<file path="src/design/vlmf_pkg.sv">
// Shared types and constants of the variable-length message FIFO.
// No dependencies; the top level, controller and datapath import this package.
`timescale 1ns / 1ps
package vlmf_pkg;

  localparam int unsigned DefBufferBytes = 16384;
  localparam int unsigned DefQueueSlots  = 256;

  localparam logic CmdPush = 1'b0;
  localparam logic CmdPop  = 1'b1;

  localparam logic [2:0] StPushed    = 3'd0;
  localparam logic [2:0] StOverwrite = 3'd1;
  localparam logic [2:0] StDropByte  = 3'd2;
  localparam logic [2:0] StByteOut   = 3'd3;
  localparam logic [2:0] StEmpty     = 3'd4;
  localparam logic [2:0] StTooLong   = 3'd5;

  localparam logic RegCheckEnable = 1'b0;

  typedef enum logic [3:0] {
    ST_IDLE = 4'b0001,
    ST_EXEC = 4'b0010,
    ST_WAIT = 4'b0100,
    ST_LOAD = 4'b1000
  } ctrl_state_e;

  typedef struct packed {
    logic accept;
    logic exec;
    logic fetch;
    logic load;
  } ctrl_cmd_t;

endpackage

</file>
<file path="src/design/vlmf_ctrl.sv">
// Controller of the message FIFO: sequences each beat through execute,
// descriptor fetch and result load, and owns the handshakes. Uses vlmf_pkg.
`timescale 1ns / 1ps
module vlmf_ctrl (
  input  logic                 clk_i,
  input  logic                 rst_ni,
  input  logic                 in_valid_i,
  input  logic                 out_ready_i,
  output logic                 in_ready_o,
  output logic                 out_valid_o,
  output vlmf_pkg::ctrl_cmd_t  cmd_o
);
  import vlmf_pkg::*;

  ctrl_state_e state_q, state_d;
  logic        out_valid_q, out_valid_d;

  assign in_ready_o    = (state_q == ST_IDLE) && (!out_valid_q || out_ready_i);
  assign out_valid_o   = out_valid_q;

  always_comb begin
    cmd_o.accept = in_valid_i && in_ready_o;
    cmd_o.exec   = (state_q == ST_EXEC);
    cmd_o.fetch  = (state_q == ST_WAIT);
    cmd_o.load   = (state_q == ST_LOAD);
  end

  always_comb begin
    state_d     = state_q;
    out_valid_d = out_valid_q;
    if (out_valid_q && out_ready_i) begin
      out_valid_d = 1'b0;
    end
    case (state_q)
      ST_IDLE: begin
        if (cmd_o.accept) begin
          state_d = ST_EXEC;
        end
      end
      ST_EXEC: state_d = ST_WAIT;
      ST_WAIT: state_d = ST_LOAD;
      ST_LOAD: begin
        state_d     = ST_IDLE;
        out_valid_d = 1'b1;
      end
      default: state_d = ST_IDLE;
    endcase
  end

  always_ff @(posedge clk_i or negedge rst_ni) begin
    if (!rst_ni) begin
      state_q     <= ST_IDLE;
      out_valid_q <= 1'b0;
    end else begin
      state_q     <= state_d;
      out_valid_q <= out_valid_d;
    end
  end
endmodule

</file>
<file path="config.mk">
export PLATFORM = sky130hd
export DESIGN_NAME = vlmf_ctrl
export DESIGN_NICKNAME = d
export VERILOG_FILES = /design/src/design/vlmf_pkg.sv /design/src/design/vlmf_ctrl.sv
export SDC_FILE = /design/constraint.sdc
export NUM_CORES = 1
export LEC_CHECK = 0
export ABC_CLOCK_PERIOD_IN_PS = 2970
export BUFFER_PORTS_ARGS = -buffer_cell sky130_fd_sc_hd__buf_4
export CELL_PAD_IN_SITES_DETAIL_PLACEMENT = 1
export CELL_PAD_IN_SITES_GLOBAL_PLACEMENT = 2
export CORE_AREA = 2 2 39 41
export DETAILED_ROUTE_END_ITERATION = 12
export DIE_AREA = 0 0 41 43
export GPL_ROUTABILITY_DRIVEN = 1
export GPL_TIMING_DRIVEN = 1
export HOLD_SLACK_MARGIN = 0.03
export PLACE_DENSITY_LB_ADDON = 0.08
export SETUP_SLACK_MARGIN = 0.2
export SYNTH_ARGS = -nofsm -noshare
export SYNTH_HDL_FRONTEND = slang
export SYNTH_SLANG_ARGS = --single-unit
export TNS_END_PERCENT = 50
</file>
<file path="constraint.sdc">
create_clock -name clk_i -period 2.97 [get_ports clk_i]
set_clock_uncertainty 0.15 [all_clocks]
set_input_delay 0.594 -clock clk_i [delete_from_list [all_inputs] [get_ports clk_i]]
set_output_delay 0.594 -clock clk_i [all_outputs]
set_load 0.01 [all_outputs]
</file>
==> results by group <==
Synthesis
  • Syn_nets: 26
  • Syn Area/Cell: 12.0 µm²
  • Distinct cells, synth: 16
  • Sequential share of the synthesized area: 0.479
  • FF+latch count, synth: 5
  • Syn Inst Count: 22
  • Yosys warning count: 0
  • Synth Cell Area: 264 µm²

Detailed routing
  • Detailed-route via count: 212
  • Wire per inst: 11.6 µm
  • Final WL: 591 µm
  • DRC Markers: 0
  • Drt first-iter violations: 5
  • Via/cell ratio: 4.16
  • Pre-antenna DRT Iters: 2
  • DRT antenna net count: 0

STA
  • Worst-Margin Slew: 0.270 ns
  • Endpoints failing setup: 0
  • Final count of pins violating max slew: 0
  • Final hold vios: 0
  • Minimum clock period: 2.10 ns
  • Final worst path period share: 0.706
  • Rel. slew slack: 0.818
  • Final setup TNS: 0 ns
  • FMAX: 477 MHz
  • Unrepaired setup endpoints after global routing: false

Clocking
  • Reg clk slew, reported paths: 0.04 ns
  • Clk Latency, worst-skew pair: 0.24 ns
  • Clock Tree Buf Depth: 2
  • CTS resizes: 0
  • CTS tree: built
  • Root Driver: clkbuf_4
  • # H-tree levels: 1
  • Clk sinks: 5
  • TritonCTS Buffers: 3

Setup path
  • Setup CP Type: register to output port
  • Worst path arrival time: 1.35 ns
  • CP Capture Type: output port
  • Crit path max fanout: 7
  • CP Launch Type: register
  • Crit path cell chain: and2b_1, and4_4, buf_4
  • Worst EP required: 2.23 ns
  • Largest stage delay, worst path: 0.59 ns
  • Worst path slowest cell: dfstp_2
  • Crit path max-delay family: flip-flops
  • Buf/Inv on CP: 1

Floorplan
  • Core ar.: 1380 µm²
  • # rows: 14
  • # IOs: 10
  • Die Y: 43 µm
  • Die X: 41 µm
  • Die area: 1760 µm²
  • Initial Utilization: 0.191

Finish
  • Fillers: 161
  • Share of layout cells above drive strength 1: 0.543
  • Non-Filler Instances: 51
  • Synth-to-Final Area Change: 44.1%
  • Final core utilization: 0.275
  • # diodes: 0
  • Final net count: 40

Power
  • Max IR drop VDD: 0.267 mV
  • Power, Total: 0.310 mW
  • Pwr/cell area: 816 nW/µm²
  • Leak pwr: 0.173 nW

Placement
  • Port bufs: 9
  • Placer Congestion: 0.609
  • DP HPWL: 441 µm
  • Placed cell count: 46

Job
  • Max Cap Violations: 0

GRT
  • First-pass GRT wire length: 972 µm
  • Grt ovf: 0
  • Vias in the first global route: 231
  • Initial antenna violation count: 0
  • Largest net degree at the start of global routing: 8
  • Overall Global Routing Usage: 0.0869

Status
  • Status: finished clean

Worst hold path
  • HP Class: register to register
==> registers in the layout, indices dropped and copies added (netlist names) <==
| name | cells |
|---|---|
| state_q | 4 |
| out_valid_o | 1 |
==> report_power, final <==
part           internal (mW)  leakage [nW]  total (mW)  switching [mW]
clock                 0.0508        0.0150      0.0789          0.0281
sequential            0.0891        0.0650       0.121          0.0321
combinational         0.0672        0.0933       0.110          0.0432
total                  0.207         0.173       0.310           0.103
==> cell type report <==
cell class                 instances  area (µm²)  share of cell area
sequential                         5         126               0.332
multi-input combinational         15         126               0.332
timing repair buffer              10        77.6               0.204
clock buffer                       4        26.3              0.0691
tap                               16        20.0              0.0526
inverter                           1        3.75             0.00987
==> kinds of logic (layout without fill, tap and decap cells) <==
group           Yosys count  after routing  share of synthesized area
simple gates             13             13                      0.417
buf+inv                   2             15                     0.0427
xor+xnor                  1              1                     0.0332
compound gates            1              1                     0.0284
flops                     5              5                      0.479
==> cells in the mapped netlist, drive strengths merged <==
cell	number	area share
nor3	1	0.019
a21o	1	0.028
and2b	1	0.028
nor4b	5	0.19
and4	2	0.081
dfstp	1	0.10
nor2	2	0.038
buf	1	0.028
dfrtp	4	0.38
xnor2	1	0.033
nand2b	1	0.033
inv	1	0.014
and3	1	0.028
==> layer usage <==
metal | track usage | part of all wire | vias to the layer above
met4 | 0.0600 | 0 | 0
li1 | - | - | 108
met2 | 0.109 | 0.45 | 7
met3 | 0.0314 | 0.073 | 0
met5 | 0 | 0 | -
met1 | 0.118 | 0.48 | 97
==> through the flow <==
step	setup slack, ns	instance area (µm²)	hold WS, ns
floorplan	1.25	264	0.148
global placement	1.00	344	0.251
detailed placement	0.999	344	0.252
CTS	0.854	380	0.391
global route	0.799	380	0.431
finish	0.872	380	0.386
==> repair_timing <==
action,in CTS,in global routing
hold endpoints to repair,4,0
hold buffers,1,0
setup buffers,0,0
==> final timing paths <==
kind | start | endpoint | slack (ns) | depth (start not counted)
max in group asynchronous | rst_ni | state_q[0] | 1.92 | 2
max | state_q[0] | cmd_o[3] | 0.87 | 3
min in group asynchronous | rst_ni | state_q[2] | 0.55 | 2
max reg2reg | state_q[0] | state_q[0] | 1.71 | 3
min | out_valid_o | out_valid_o | 0.39 | 1
min reg2reg | out_valid_o | out_valid_o | 0.39 | 1
==> layout by cell type (no fill, tap or decap), drive strengths merged <==
master / n
buf: 9
nor4b: 5
dfrtp: 4
clkbuf: 4
nor2: 2
and4: 2
and2b: 1
nand2b: 1
and3: 1
xnor2: 1
nor3: 1
inv: 1
a21o: 1
dlygate4sd3: 1
dfstp: 1
Power figures use the tool's default switching activity.
